--- config.mk ---
export PLATFORM = sky130hd
export DESIGN_NAME = two_beat_command_frontend
export DESIGN_NICKNAME = d
export VERILOG_FILES = /design/src/hdl/tbcf_pkg.sv /design/src/hdl/tbcf_tick_reg.sv /design/src/hdl/tbcf_engine.sv /design/src/hdl/tbcf_result_reg.sv /design/src/hdl/two_beat_command_frontend.sv
export SDC_FILE = /design/constraint.sdc
export NUM_CORES = 1
export LEC_CHECK = 0
export ABC_AREA = 0
export BUFFER_PORTS_ARGS = -buffer_cell sky130_fd_sc_hd__buf_4
export CAP_MARGIN = 10
export CORE_MARGIN = 1
export CORE_UTILIZATION = 30
export DETAILED_ROUTE_END_ITERATION = 12
export PLACE_DENSITY_LB_ADDON = 0.2
export SLEW_MARGIN = 10
export SYNTH_ARGS = -nofsm -noshare
export SYNTH_HDL_FRONTEND = slang
export SYNTH_SLANG_ARGS = --single-unit
--- constraint.sdc ---
create_clock -name clk -period 4.99 [get_ports clk]
set_input_delay 0.2495 -clock clk [delete_from_list [all_inputs] [get_ports clk]]
set_output_delay 0.2495 -clock clk [all_outputs]
set_load 0.01 [all_outputs]
--- src/hdl/tbcf_pkg.sv ---
// Package for the two-beat command front end.
// Holds the beat types, status codes, field positions and register indexes.
// Depends on nothing.
`default_nettype none

package tbcf_pkg;

	localparam int unsigned BEAT_W    = 64;
	localparam int unsigned TIMEOUT_W = 16;
	localparam int unsigned ID_W      = 12;
	localparam int unsigned ID_NARROW = 10;
	localparam int unsigned ID_LSB    = 48;
	localparam int unsigned STATUS_W  = 8;
	localparam int unsigned FREE_W    = 8;
	localparam int unsigned RSP_W     = ID_W + STATUS_W + FREE_W;

	localparam logic [STATUS_W-1:0] STATUS_BAD_DESC = 8'd1;
	localparam logic [STATUS_W-1:0] STATUS_TIMEOUT  = 8'd4;

	localparam int unsigned CFG_IDX_W = 1;
	localparam logic [CFG_IDX_W-1:0] CFG_IDX_DIAG_MODE    = 1'b0;
	localparam logic [CFG_IDX_W-1:0] CFG_IDX_BEAT_TIMEOUT = 1'b1;
	localparam int unsigned CFG_DATA_W = TIMEOUT_W;

	typedef struct packed {
		logic                soft_reset;
		logic                host_valid;
		logic                host_first;
		logic                host_last;
		logic [BEAT_W-1:0]   host_data;
		logic                rsp_ready;
		logic [FREE_W-1:0]   free_tasks;
		logic [STATUS_W-1:0] backend_status;
	} tick_t;

	typedef struct packed {
		logic              host_ready;
		logic              rsp_valid;
		logic [RSP_W-1:0]  rsp_data;
		logic              submit_strobe;
		logic [BEAT_W-1:0] submit_low_beat;
		logic [BEAT_W-1:0] submit_high_beat;
	} result_t;

	function automatic logic [RSP_W-1:0] make_word(
		input logic [ID_W-1:0]     id,
		input logic [STATUS_W-1:0] status,
		input logic [FREE_W-1:0]   free_slots
	);
		return {free_slots, status, id};
	endfunction

endpackage

`default_nettype wire

--- src/hdl/tbcf_tick_reg.sv ---
// Input register of the command front end: holds one tick beat until the
// engine takes it. Depends on tbcf_pkg.
`default_nettype none

module tbcf_tick_reg (
	input  wire logic           clk,
	input  wire logic           arst_n,
	input  wire logic           tick_valid,
	input  wire tbcf_pkg::tick_t tick,
	input  wire logic           take,
	output logic                tick_stall,
	output logic                valid_s1,
	output tbcf_pkg::tick_t     tick_s1
);
	import tbcf_pkg::*;

	logic accept;

	assign tick_stall = valid_s1 && !take;
	assign accept     = tick_valid && !tick_stall;

	always_ff @(posedge clk or negedge arst_n) begin
		if (!arst_n) begin
			valid_s1 <= 1'b0;
		end else if (accept) begin
			valid_s1 <= 1'b1;
		end else if (take) begin
			valid_s1 <= 1'b0;
		end
	end

	always_ff @(posedge clk) begin
		if (accept) begin
			tick_s1 <= tick;
		end
	end

endmodule

`default_nettype wire

--- src/hdl/tbcf_engine.sv ---
// Front end state and per-tick logic: beat assembly, timeout counter and the
// pending response word, plus the two configuration registers.
// Depends on tbcf_pkg.
`default_nettype none

module tbcf_engine (
	input  wire logic                           clk,
	input  wire logic                           arst_n,
	input  wire logic                           cfg_valid,
	input  wire logic [tbcf_pkg::CFG_IDX_W-1:0]  cfg_index,
	input  wire logic [tbcf_pkg::CFG_DATA_W-1:0] cfg_data,
	input  wire logic                           fire,
	input  wire tbcf_pkg::tick_t                tick_s1,
	output tbcf_pkg::result_t                   result_nxt
);
	import tbcf_pkg::*;

	logic                 diag_mode_q;
	logic [TIMEOUT_W-1:0] beat_timeout_q;

	logic                 hold_q;
	logic [BEAT_W-1:0]    first_beat_q;
	logic [TIMEOUT_W-1:0] wait_q;
	logic                 pend_valid_q;
	logic [RSP_W-1:0]     pend_word_q;

	logic                 hold_nxt;
	logic [BEAT_W-1:0]    first_beat_nxt;
	logic [TIMEOUT_W-1:0] wait_nxt;
	logic                 pend_valid_nxt;
	logic [RSP_W-1:0]     pend_word_nxt;

	logic                 ready;
	logic [TIMEOUT_W-1:0] wait_inc;
	logic [ID_W-1:0]      id_first;
	logic [ID_W-1:0]      id_data;
	logic [ID_W-1:0]      id_second;

	assign wait_inc  = wait_q + TIMEOUT_W'(1);
	assign id_first  = first_beat_q[ID_LSB +: ID_W];
	assign id_data   = tick_s1.host_data[ID_LSB +: ID_W];
	assign id_second = diag_mode_q ? id_first
		: {{(ID_W-ID_NARROW){1'b0}}, tick_s1.host_data[ID_LSB +: ID_NARROW]};

	always_comb begin
		hold_nxt       = hold_q;
		first_beat_nxt = first_beat_q;
		wait_nxt       = wait_q;
		pend_valid_nxt = pend_valid_q;
		pend_word_nxt  = pend_word_q;
		ready          = 1'b0;
		result_nxt           = '0;
		result_nxt.rsp_valid = pend_valid_q;
		result_nxt.rsp_data  = pend_word_q;

		if (tick_s1.soft_reset) begin
			hold_nxt             = 1'b0;
			first_beat_nxt       = '0;
			wait_nxt             = '0;
			pend_valid_nxt       = 1'b0;
			pend_word_nxt        = '0;
			result_nxt.rsp_valid = 1'b0;
			result_nxt.rsp_data  = '0;
		end else begin
			ready = !pend_valid_q && (hold_q || tick_s1.free_tasks != '0);
			if (pend_valid_q && tick_s1.rsp_ready) begin
				pend_valid_nxt = 1'b0;
			end
			if (tick_s1.host_valid && ready) begin
				if (!hold_q) begin
					if (!tick_s1.host_first || tick_s1.host_last) begin
						pend_word_nxt  = make_word(id_data, STATUS_BAD_DESC,
							tick_s1.free_tasks);
						pend_valid_nxt = 1'b1;
					end else begin
						first_beat_nxt = tick_s1.host_data;
						hold_nxt       = 1'b1;
						wait_nxt       = '0;
					end
				end else begin
					if (tick_s1.host_first || !tick_s1.host_last) begin
						pend_word_nxt = make_word(id_second, STATUS_BAD_DESC,
							tick_s1.free_tasks);
					end else begin
						pend_word_nxt = make_word(id_second, tick_s1.backend_status,
							tick_s1.free_tasks);
						result_nxt.submit_strobe    = 1'b1;
						result_nxt.submit_low_beat  = first_beat_q;
						result_nxt.submit_high_beat = tick_s1.host_data;
					end
					pend_valid_nxt = 1'b1;
					hold_nxt       = 1'b0;
					wait_nxt       = '0;
				end
			end else if (hold_q && beat_timeout_q != '0) begin
				wait_nxt = wait_inc;
				if (wait_inc >= beat_timeout_q) begin
					pend_word_nxt  = make_word(diag_mode_q ? id_first : '0,
						STATUS_TIMEOUT, tick_s1.free_tasks);
					pend_valid_nxt = 1'b1;
					hold_nxt       = 1'b0;
					wait_nxt       = '0;
				end
			end
		end
		result_nxt.host_ready = ready;
	end

	always_ff @(posedge clk or negedge arst_n) begin
		if (!arst_n) begin
			diag_mode_q    <= 1'b0;
			beat_timeout_q <= '0;
		end else if (cfg_valid) begin
			case (cfg_index)
				CFG_IDX_DIAG_MODE:    diag_mode_q    <= cfg_data[0];
				CFG_IDX_BEAT_TIMEOUT: beat_timeout_q <= cfg_data;
				default: ;
			endcase
		end
	end

	always_ff @(posedge clk or negedge arst_n) begin
		if (!arst_n) begin
			hold_q       <= 1'b0;
			first_beat_q <= '0;
			wait_q       <= '0;
			pend_valid_q <= 1'b0;
			pend_word_q  <= '0;
		end else if (fire) begin
			hold_q       <= hold_nxt;
			first_beat_q <= first_beat_nxt;
			wait_q       <= wait_nxt;
			pend_valid_q <= pend_valid_nxt;
			pend_word_q  <= pend_word_nxt;
		end
	end

endmodule

`default_nettype wire

--- src/hdl/tbcf_result_reg.sv ---
// Output register of the command front end: holds one result beat until the
// consumer takes it. Depends on tbcf_pkg.
`default_nettype none

module tbcf_result_reg (
	input  wire logic             clk,
	input  wire logic             arst_n,
	input  wire logic             load_req,
	input  wire tbcf_pkg::result_t result_nxt,
	input  wire logic             result_stall,
	output logic                  room,
	output logic                  result_valid,
	output tbcf_pkg::result_t     result
);
	import tbcf_pkg::*;

	logic load;

	assign room = !result_valid || !result_stall;
	assign load = load_req && room;

	always_ff @(posedge clk or negedge arst_n) begin
		if (!arst_n) begin
			result_valid <= 1'b0;
		end else if (room) begin
			result_valid <= load_req;
		end
	end

	always_ff @(posedge clk) begin
		if (load) begin
			result <= result_nxt;
		end
	end

endmodule

`default_nettype wire

--- src/hdl/two_beat_command_frontend.sv ---
// Top level of the two-beat command front end.
// Instantiates tbcf_tick_reg, tbcf_engine and tbcf_result_reg; uses tbcf_pkg.
//
// Each tick beat on the input channel is one clock of a host command channel and gives
// exactly one result beat. A tick passes the input register, is evaluated combinationally
// against the front end state and lands in the result register, so one tick is taken every
// clock when nothing stalls, and its result beat is offered from the result register.
// A stalled result beat stalls the input while a tick waits behind it.
// The configuration port always accepts writes; change it only while no tick is in flight.
`default_nettype none

module two_beat_command_frontend (
	input  wire logic                           clk,
	input  wire logic                           arst_n,
	input  wire logic                           cfg_valid,
	output logic                                cfg_ready,
	input  wire logic [tbcf_pkg::CFG_IDX_W-1:0]  cfg_index,
	input  wire logic [tbcf_pkg::CFG_DATA_W-1:0] cfg_data,
	input  wire logic                           tick_valid,
	output logic                                tick_stall,
	input  wire tbcf_pkg::tick_t                tick,
	output logic                                result_valid,
	input  wire logic                           result_stall,
	output tbcf_pkg::result_t                   result
);
	import tbcf_pkg::*;

	logic      valid_s1;
	tick_t     tick_s1;
	logic      room;
	logic      fire;
	result_t   result_nxt;

	assign cfg_ready = 1'b1;
	assign fire      = valid_s1 && room;

	tbcf_tick_reg u_tick_reg (
		.clk        (clk),
		.arst_n     (arst_n),
		.tick_valid (tick_valid),
		.tick       (tick),
		.take       (room),
		.tick_stall (tick_stall),
		.valid_s1   (valid_s1),
		.tick_s1    (tick_s1)
	);

	tbcf_engine u_engine (
		.clk        (clk),
		.arst_n     (arst_n),
		.cfg_valid  (cfg_valid && cfg_ready),
		.cfg_index  (cfg_index),
		.cfg_data   (cfg_data),
		.fire       (fire),
		.tick_s1    (tick_s1),
		.result_nxt (result_nxt)
	);

	tbcf_result_reg u_result_reg (
		.clk          (clk),
		.arst_n       (arst_n),
		.load_req     (valid_s1),
		.result_nxt   (result_nxt),
		.result_stall (result_stall),
		.room         (room),
		.result_valid (result_valid),
		.result       (result)
	);

	// A beat can only be submitted on a tick where the channel was ready.
	assert property (@(posedge clk) disable iff (!arst_n)
		result_valid && result.submit_strobe |-> result.host_ready)
		else $error("submit strobe without channel ready");

	// The channel is never ready while a response is pending.
	assert property (@(posedge clk) disable iff (!arst_n)
		result_valid && result.host_ready |-> !result.rsp_valid)
		else $error("channel ready with a pending response");

	// Without a submission the beat outputs are zero.
	assert property (@(posedge clk) disable iff (!arst_n)
		result_valid && !result.submit_strobe |->
		result.submit_low_beat == '0 && result.submit_high_beat == '0)
		else $error("submit beats nonzero without strobe");

	// The input side only stalls behind a held, stalled result.
	assert property (@(posedge clk) disable iff (!arst_n)
		tick_stall |-> result_valid && result_stall)
		else $error("input stalled while the result register had room");

endmodule

`default_nettype wire
==> impl_metrics.ini, run 1 <==
[sta]
hold_viol_final = 0
whs_ns = 0.0581
worst_pin_slew_ns = 1.13
rsz0062_at_grt = no
layout_min_cycle_time_ns = 4.00
slew_viol_final = 0
final.period_utilization_pct = 80.1
max_freq_mhz = 250
tns_ns = 0
finalSetupViolCount = 0
finalClockSkew_ns = 0.0167
slew_headroom_pct = 24.8

[floorplan]
die_h_um = 222
num_rows = 80
fp.dieW_um = 222
num_io_pins = 269
start_util_pct = 30.4
core-area_um2 = 47600
die_area_um2 = 49200

[pwr]
p_int_w = 0.00612
p_comb_share_pct = 10.7
p_per_area_nw_per_um2 = 406
leakagePower_nw = 8.22
switching_share_pct = 23.5
p_sw_w = 0.00188
seqPwrFrac_pct = 47.5
p_clk_share_pct = 41.7
vdd_drop_max_v = 0.000224

[cells_and_area]
layout_commonest_cell = buf_4
most-common-layout-cells = 271 x buf_4, 244 x edfxtp_1, 161 x nand2_1
drive_above_1_share_pct = 27.2
synthToLayoutAreaGrowth_pct = 36.0
fillers = 4472
final_area_um2 = 19700
diodes = 0
nets = 1528
fin_cells = 2053

[synth]
async_flop_share_pct = 34.6
synth_compound_area_share_pct = 6.38
syn-cell-area_um2 = 14500
yosysSeqAreaShare_pct = 72.9
synth.distinct_cells = 57
synth.avg_cell_area_um2 = 14.1
synthSimpleGateAreaFrac_pct = 13.2
synth_top_family_by_area = simple AND/OR/NAND/NOR gates
syn-num-nets = 1153
synth-seq-cells = 373
synth_xor_area_share_pct = 0.846
synth-edff-count = 244
muxShareOfSynthArea_pct = 2.75
ys_warn_count = 0
syn_inst = 1029
synthAdderAreaFrac_pct = 1.47
synth_ff_type = edfxtp_1

[cts]
cts_made_buffers = 43
cts_tree = yes
path_clk_slew_ns = 0.06
cts.htree.levels = 2
clock_latency_ns = 0.56
clock-sinks = 373
clk_path_buf_depth = 3
root_buffer = clkbuf_16

[drt]
vias = 8987
routed_wl_um = 34700
initialDrtViolationCount = 392
dr.pass1.iters = 5
ant_nets = 0
drc = 0
vias_per_cell = 4.38
wire_per_inst_um = 16.9

[global_routing]
grt_usage_pct = 14.3
grt-ovfl-total = 0
grt_max_degree = 108
grt_pass1_wl_um = 54000
antenna_found_initial = 0
grt_pass1_vias = 9391

[setup_path]
crit_path_end_kind = flop
worst_ep_arrival_time_ns = 4.48
crit_type = reg -> reg
cp-start-kind = flop
required_ns = 5.47
cp_max_fo = 22

[place]
placed_cell_area_um2 = 17100
gp_congestion = 0.760
portBuffers = 267
dp_hpwl_um = 21800
dp_cells = 1869

[job]
maxCapViolCount = 0

[run_status]
status = finished clean

[hold_path]
hold_path_class = in -> reg
[through the flow]
step / total power (W) / setup slack [ns] / util (%)
final: 0.00800 / 0.991 / 41.3
after global routing: 0.00836 / 0.527 / 41.3
after CTS: 0.00813 / 0.977 / 41.3
after detailed placement: 0.00468 / 0.985 / 36.0
after global placement: 0.00466 / 1.12 / 36.0
after floorplan: 0.00428 / 0.204 / -
[cells by family (layout without fill, tap and decap cells)]
kind of cell             after synthesis  after routing
flip-flops                           373            373
AND/OR/NAND/NOR                      371            371
AO/OA/AOI/OAI                        138            138
buffers and inverters                 80            489
multiplexers                          35             35
adder cells (fa/ha/maj)               17             17
XOR/XNOR                              14             14
other                                  1              1
[final timing paths]
check / startpoint / slack, ns / depth (start not counted) / endpoint
worst min-delay path: cfg_index / 0.06 / 3 / u_engine.diag_mode_q
max in group asynchronous: arst_n / 3.51 / 3 / u_engine.first_beat_q[19]
worst max-delay path: u_engine.wait_q[0] / 0.99 / 15 / u_engine.pend_word_q[17]
worst max register to register: u_engine.wait_q[0] / 0.99 / 15 / u_engine.pend_word_q[17]
min in group asynchronous: arst_n / 0.38 / 2 / u_engine.beat_timeout_q[15]
worst min register to register: u_engine.first_beat_q[26] / 0.47 / 2 / u_engine.first_beat_q[26]
[sequential cells by signal, summed over array words and instances, names as in the netlist]
| name | count |
|---|---|
| u_result_reg.result_valid | 1 |
| u_engine.diag_mode_q | 1 |
| u_tick_reg.valid_s1 | 1 |
| u_engine.first_beat_q | 64 |
| u_result_reg.result | 159 |
| u_engine.pend_word_q | 28 |
| u_engine.pend_valid_q | 1 |
| u_engine.beat_timeout_q | 16 |
| u_engine.hold_q | 1 |
| u_tick_reg.tick_s1 | 85 |
| u_engine.wait_q | 16 |
[critical path, cell delays in order, from the launching register on]
cell and delay [ns]:
dfrtp_1 0.41, ha_1 0.27, nand2_1 0.09, nor2_1 0.20, nand3_1 0.26, nor2_1 0.20
xnor2_1 0.15, inv_1 0.07, ha_1 0.30, nand4_1 0.16, nor2_1 0.08, o21ai_0 0.22
a31oi_1 0.27, o21ai_4 0.71, buf_4 0.32, mux2i_1 0.21
[metal layers]
metal	vias up	GRT usage (%)	wire length, um
met3	47	3.07	1510
met1	4385	18.7	15700
met2	195	23.6	16800
met4	0	4.21	751
li1	4360	-	-
met5	-	0	0
[synthesized netlist by cell type (2+ instances only)]
cell type    n  area, um^2
edfxtp_1   244        7330
nand2_1    161         604
and2_1     129         807
dfrtp_1    129        3230
o21ai_0     55         275
clkbuf_1    29         109
inv_1       29         109
mux2_2      26         293
nor2b_1     26         163
a22o_1      21         184
o21ai_1     20         100
ha_1        17         213
nor2_1      16        60.1
buf_2       13        65.1
a32o_1      10         100
xnor2_1     10        87.6
nand2b_1     7        43.8
mux2i_1      6        60.1
nand3_1      6        30.0
nand4_1      6        37.5
a21oi_1      5        25.0
nor3_1       5        25.0
buf_4        4        30.0
nor4_1       4        25.0
xor2_1       4        35.0
a211oi_1     3        22.5
mux2_4       3        45.0
o21bai_1     3        22.5
o22ai_1      3        18.8
a2bb2oi_1    2        17.5
a31oi_1      2        12.5
and3_1       2        12.5
buf_6        2        22.5
nor4_4       2        42.5
o31ai_1      2        15.0
o41ai_1      2        17.5
[cell type report]
cell class | instances | area, um^2 | area share [%]
sequential | 373 | 10600 | 53.6
timing repair buffer | 380 | 3160 | 16.0
clock inverter | 24 | 334 | 1.70
inverter | 30 | 119 | 0.603
tap | 615 | 769 | 3.91
clock buffer | 55 | 1170 | 5.95
multi-input combinational | 576 | 3590 | 18.2
[power groups by stage]
stage          Clock [W]  Combinational [W]  Sequential [W]
2_1_floorplan          0           0.000420         0.00386
3_3_place_gp           0           0.000804         0.00386
3_5_place_dp           0           0.000811         0.00386
4_1_cts          0.00344           0.000881         0.00380
5_1_grt          0.00357           0.000951         0.00384
6_report         0.00334           0.000859         0.00380
[repair_timing]
item | CTS | global route
setup buffers | 0 | 0
endpoints found under the hold margin | 201 | 0
hold buffers | 105 | 0
gates resized for setup | 0 | 0
(Power assumes the default switching activity.)
==> inputs of run 2 (changes only) <==
clock period = 3.81 ns   (was 4.99 ns; I/O delays follow)
==> run 2 against run 1 <==
First-iteration DRC count rose by 17%. Hold slack improved by 0.23 ns. Count of clock-buffer cells in the layout rose by 4. Critical path type unchanged. Highest routed layer unchanged.
==> impl_metrics.ini, run 2 (synthesized netlist as in run 1, its figures left out) <==
[run_status]
status = finished clean

[drt]
vias_per_cell = 4.41
vias = 9098
ant_nets = 0
initialDrtViolationCount = 457
wire_per_inst_um = 17.0
dr.pass1.iters = 4
drc = 0
routed_wl_um = 35000

[sta]
worst_pin_slew_ns = 1.14
max_freq_mhz = 288
slew_headroom_pct = 23.9
finalSetupViolCount = 0
final.period_utilization_pct = 91.0
slew_viol_final = 0
layout_min_cycle_time_ns = 3.47
finalWorstSetupSlack_ns = 0.341
tns_ns = 0
finalClockSkew_ns = 0.0128
hold_viol_final = 0

[floorplan]
die_area_um2 = 49200
start_util_pct = 30.4
fp.dieW_um = 222
core-area_um2 = 47600
num_rows = 80
num_io_pins = 269
die_h_um = 222

[global_routing]
grt_usage_pct = 14.4
grt-ovfl-total = 0
grt_pass1_wl_um = 54600
grt_pass1_vias = 9511
antenna_found_initial = 0
grt_max_degree = 162

[pwr]
p_sw_w = 0.00246
switching_share_pct = 23.7
vdd_drop_max_v = 0.000299
p_comb_share_pct = 11.0
p_clk_share_pct = 41.0
finalPower_w = 0.0104
leakagePower_nw = 8.24
seqPwrFrac_pct = 48.0
p_per_area_nw_per_um2 = 525
p_int_w = 0.00792

[cts]
path_clk_slew_ns = 0.06
cts.htree.levels = 2
clk_path_buf_depth = 3
root_buffer = clkbuf_16
cts_tree = yes
cts_made_buffers = 43
clock_latency_ns = 0.56
post_cts_buffers = 0
clock-sinks = 373

[hold_path]
hold_path_class = in -> async

[cells_and_area]
diodes = 0
largest_register_ffs = 159
synthToLayoutAreaGrowth_pct = 36.4
layout_commonest_cell = buf_4
most-common-layout-cells = 275 x buf_4, 244 x edfxtp_1, 161 x nand2_1
top_register = u_result_reg.result
final_util_pct = 41.5
fillers = 4478
reg_top3 = u_result_reg.result x159, u_tick_reg.tick_s1 x85, u_engine.first_beat_q x64
drive_above_1_share_pct = 27.5
register_area_um2 = 10600
nets = 1535
multiInputGateArea_um2 = 3620

[setup_path]
required_ns = 4.25
worst_ep_arrival_time_ns = 3.91
crit_path_end_kind = flop
crit_type = reg -> reg
r2r_cells = 12
r2r_slack_ns = 0.34
endpoint = u_engine.pend_word_q[1]
path_cells = nand3_1 -> nor4_4 -> nand2_1 -> xnor2_1 -> ha_1 -> a211oi_1 -> o22ai_1 -> a31oi_1 -> a31oi_2 -> o21ai_4 -> buf_12 -> mux2_2
cp_max_fo = 22
critPathLaunch = u_engine.wait_q[2]
max_stage_delay_ns = 0.45
rr_startpoint = u_engine.wait_q[2]
r2r_end = u_engine.pend_word_q[1]
slowest_stage = nor4_4
cp-start-kind = flop

[place]
place_ws_ns = 0.205
dp_hpwl_um = 22200
gp_congestion = 0.787
portBuffers = 267

[job]
maxCapViolCount = 0
==> run 2: critical path, delay by kind of cell, from the launching register on <==
| family | cells | cell delay (ns) |
|---|---|---|
| XOR/XNOR | 1 | 0.23 |
| buffers and inverters | 1 | 0.20 |
| AO/OA/AOI/OAI | 5 | 1.01 |
| adder cells (fa/ha/maj) | 1 | 0.28 |
| AND/OR/NAND/NOR | 3 | 0.84 |
| multiplexers | 1 | 0.35 |
| flip-flops | 1 | 0.44 |
==> run 2: cell type report <==
cell class | count | share of cell area, %
Sequential cell | 373 | 53.4
Multi-Input combinational cell | 576 | 18.3
Timing Repair Buffer | 387 | 16.4
Clock buffer | 59 | 6.06
Tap cell | 615 | 3.89
Clock inverter | 21 | 1.39
Inverter | 30 | 0.589
==> run 2: through the flow <==
step	hold slack (ns)	cells	cell area [um^2]
CTS	0.306	2061	19700
detailed placement	0.351	1875	17200
finish	0.284	2061	19800
global route	0.324	2061	19800
global placement	0.351	1875	17200
floorplan	-0.105	1029	14500
==> run 2: layer usage <==
metal	track usage, %	vias up	part of all wire [%]
met5	0	-	0
met4	5.53	0	2.7
met3	2.44	61	3.5
met2	23.6	214	48
met1	19.1	4443	46
li1	-	4380	-
==> run 2: worst min path at each step <==
stage,startpoint,to,slack [ns]
3_3_place_gp,arst_n,u_engine.beat_timeout_q[9],0.35
4_1_cts,arst_n,u_engine.beat_timeout_q[15],0.31
2_1_floorplan,arst_n,u_engine.beat_timeout_q[0],-0.11
6_report,arst_n,u_engine.beat_timeout_q[15],0.28
5_1_grt,tick[71],u_tick_reg.tick_s1[71],0.32
3_5_place_dp,arst_n,u_engine.beat_timeout_q[15],0.35
==> run 2: power groups by stage <==
stage	Sequential [W]	Combinational [W]	Clock [W]
4_1_cts	0.00499	0.00117	0.00439
3_5_place_dp	0.00507	0.00107	0
3_3_place_gp	0.00506	0.00106	0
5_1_grt	0.00503	0.00126	0.00454
2_1_floorplan	0.00505	0.000551	0
6_report	0.00498	0.00114	0.00426
==> run 2: repair_timing <==
action	in CTS	in global routing
gates resized for setup	0	5
setup endpoints to repair	0	25
hold buffers	106	0
hold endpoints to repair	186	0
==> inputs of run 3 (changes only) <==
BUFFER_PORTS_ARGS = not set   (was -buffer_cell sky130_fd_sc_hd__buf_4)
CORE_ASPECT_RATIO = 1.75   (was not set)
DONT_BUFFER_PORTS = 1   (was not set)
==> run 3 against run 2 <==
First-iteration DRC count increased by 17%. Global-route usage is essentially flat. Clock power shrank 15%. Combinational power fell by 29%. Hold slack got worse by 0.12 ns. Sequential power grew 2%. Cell area down 12%. Sequential cell count did not move. Critical path depth increased by 2. Count of clock-buffer cells in the layout down 10. Sequential share of layout area is 7.0 points higher. Critical path type unchanged. Critical endpoint is now u_engine.pend_word_q[3]. Largest power group unchanged. Highest routed layer is now met5.
==> impl_metrics.ini, run 3 (synthesized netlist as in run 1, its figures left out) <==
[run_status]
status = finished clean

[floorplan]
num_rows = 106
die_h_um = 293
fp.dieW_um = 168
core-area_um2 = 47700
num_io_pins = 269
die_area_um2 = 49200
start_util_pct = 30.3

[cts]
clock-sinks = 373
post_cts_buffers = 0
clk_path_buf_depth = 3
path_clk_slew_ns = 0.06
cts_made_buffers = 37
cts.htree.levels = 2
clock_latency_ns = 0.53
cts_tree = yes
root_buffer = clkbuf_16

[setup_path]
r2r_end = u_engine.pend_word_q[3]
slowest_stage = dfrtp_1
crit_top_cell = nor2_1
rr_startpoint = u_engine.wait_q[2]
cp-start-kind = flop
r2r_cells = 14
worst-path-stages = 14
crit_path_end_kind = flop
critPathLaunch = u_engine.wait_q[2]
cp_max_fo = 12
required_ns = 4.22
worst_ep_arrival_time_ns = 3.91
path_cells = nand3_1 -> nor2_2 -> nand3_2 -> nor2_1 -> xnor2_1 -> inv_1 -> ha_1 -> nand4_1 -> nor2_1 -> o21ai_0 -> a31oi_2 -> o21ai_4 -> buf_4 -> mux2_2
max_stage_delay_ns = 0.44
r2r_slack_ns = 0.31
path_buf_inv = 2
crit_type = reg -> reg
cp_top_family = simple AND/OR/NAND/NOR gates
endpoint = u_engine.pend_word_q[3]

[sta]
tns_ns = 0
max_freq_mhz = 286
finalSetupViolCount = 0
layout_min_cycle_time_ns = 3.50
slew_headroom_pct = 36.4
finalClockSkew_ns = 0.0181
worst_pin_slew_ns = 0.952
final.period_utilization_pct = 91.9
whs_ns = 0.169
slew_viol_final = 0
rsz0062_at_grt = no
hold_viol_final = 0

[drt]
ant_nets = 0
vias_per_cell = 4.60
wire_per_inst_um = 19.9
initialDrtViolationCount = 534
drc = 0
dr.pass1.iters = 4
vias = 8126
routed_wl_um = 35100

[cells_and_area]
drive_above_1_share_pct = 10.8
fin_cells = 1766
nets = 1268
layout_commonest_cell = edfxtp_1
synthToLayoutAreaGrowth_pct = 20.6
reg_top3 = u_result_reg.result x159, u_tick_reg.tick_s1 x85, u_engine.first_beat_q x64
most-common-layout-cells = 244 x edfxtp_1, 161 x nand2_1, 129 x dfrtp_1
largest_register_ffs = 159
top_register = u_result_reg.result
diodes = 0

[global_routing]
grt_max_degree = 130
grt_pass1_wl_um = 53100
grt-ovfl-total = 0
grt_pass1_vias = 8511
antenna_found_initial = 3
grt_usage_pct = 14.5

[place]
dp_cells = 1591
gp_congestion = 0.817
portBuffers = 0
dp_hpwl_um = 23200

[hold_path]
hold_path_class = in -> reg
min_path_cells = 1

[pwr]
leakagePower_nw = 6.83
seqPwrFrac_pct = 53.5
p_clk_share_pct = 37.9
p_comb_share_pct = 8.6
finalPower_w = 0.00951
p_per_area_nw_per_um2 = 544
p_sw_w = 0.00234
p_int_w = 0.00717
vdd_drop_max_v = 0.000354
switching_share_pct = 24.6

[job]
maxCapViolCount = 0
==> run 3: cell types whose count changed in the layout (fill, tap and decap cells not counted), sizes merged, moves of 2 or more <==
cell	delta
buf	-262
clkbuf	-10
bufinv	-3
inv	+3
clkinvlp	-2
==> run 3: layer usage <==
layer,vias up,GRT usage [%],wire (um)
li1,3839,-,-
met1,3979,15.3,13000
met2,229,27.4,19100
met3,73,2.84,1580
met4,6,6.32,1350
met5,-,0,37
==> run 3: power by group through the flow <==
stage | clock network (W) | registers [W] | logic, W
floorplan | 0 | 0.00505 | 0.000551
global placement | 0 | 0.00517 | 0.000688
detailed placement | 0 | 0.00518 | 0.000702
CTS | 0.00373 | 0.00510 | 0.000836
global route | 0.00387 | 0.00514 | 0.000921
finish | 0.00360 | 0.00509 | 0.000814
==> run 3: worst min path at each step <==
stage                     from                         end  slack (ns)
global route        tick_valid      u_tick_reg.tick_s1[75]        0.17
detailed placement      arst_n   u_engine.first_beat_q[31]       -0.09
CTS                 tick_valid      u_tick_reg.tick_s1[75]        0.17
global placement        arst_n   u_engine.first_beat_q[31]       -0.08
finish              tick_valid      u_tick_reg.tick_s1[75]        0.17
floorplan               arst_n  u_engine.beat_timeout_q[0]       -0.11
==> run 3: repair_timing <==
item,4_1_cts,5_1_grt
hold buffers,108,0
resized for setup,0,4
hold endpoints to repair,233,0
setup endpoints to repair,0,22
==> run 3: final cells by class <==
class / count / area, um^2
flip-flops and latches: 373 / 10600
repair buffers: 126 / 1270
fillers: 4579 / 30300
well taps: 594 / 743
inverters: 30 / 116
clock inverters: 18 / 184
multi-input cells: 576 / 3610
clock buffers: 49 / 991
==> run 3: through the flow <==
stage / util (%) / area, um^2 / worst slack (ns)
2_1_floorplan: - / 14500 / 0.0314
3_3_place_gp: 31.8 / 15200 / 0.227
3_5_place_dp: 31.8 / 15200 / 0.0659
4_1_cts: 36.6 / 17500 / 0.0670
5_1_grt: 36.6 / 17500 / 0.0169
6_report: 36.6 / 17500 / 0.308
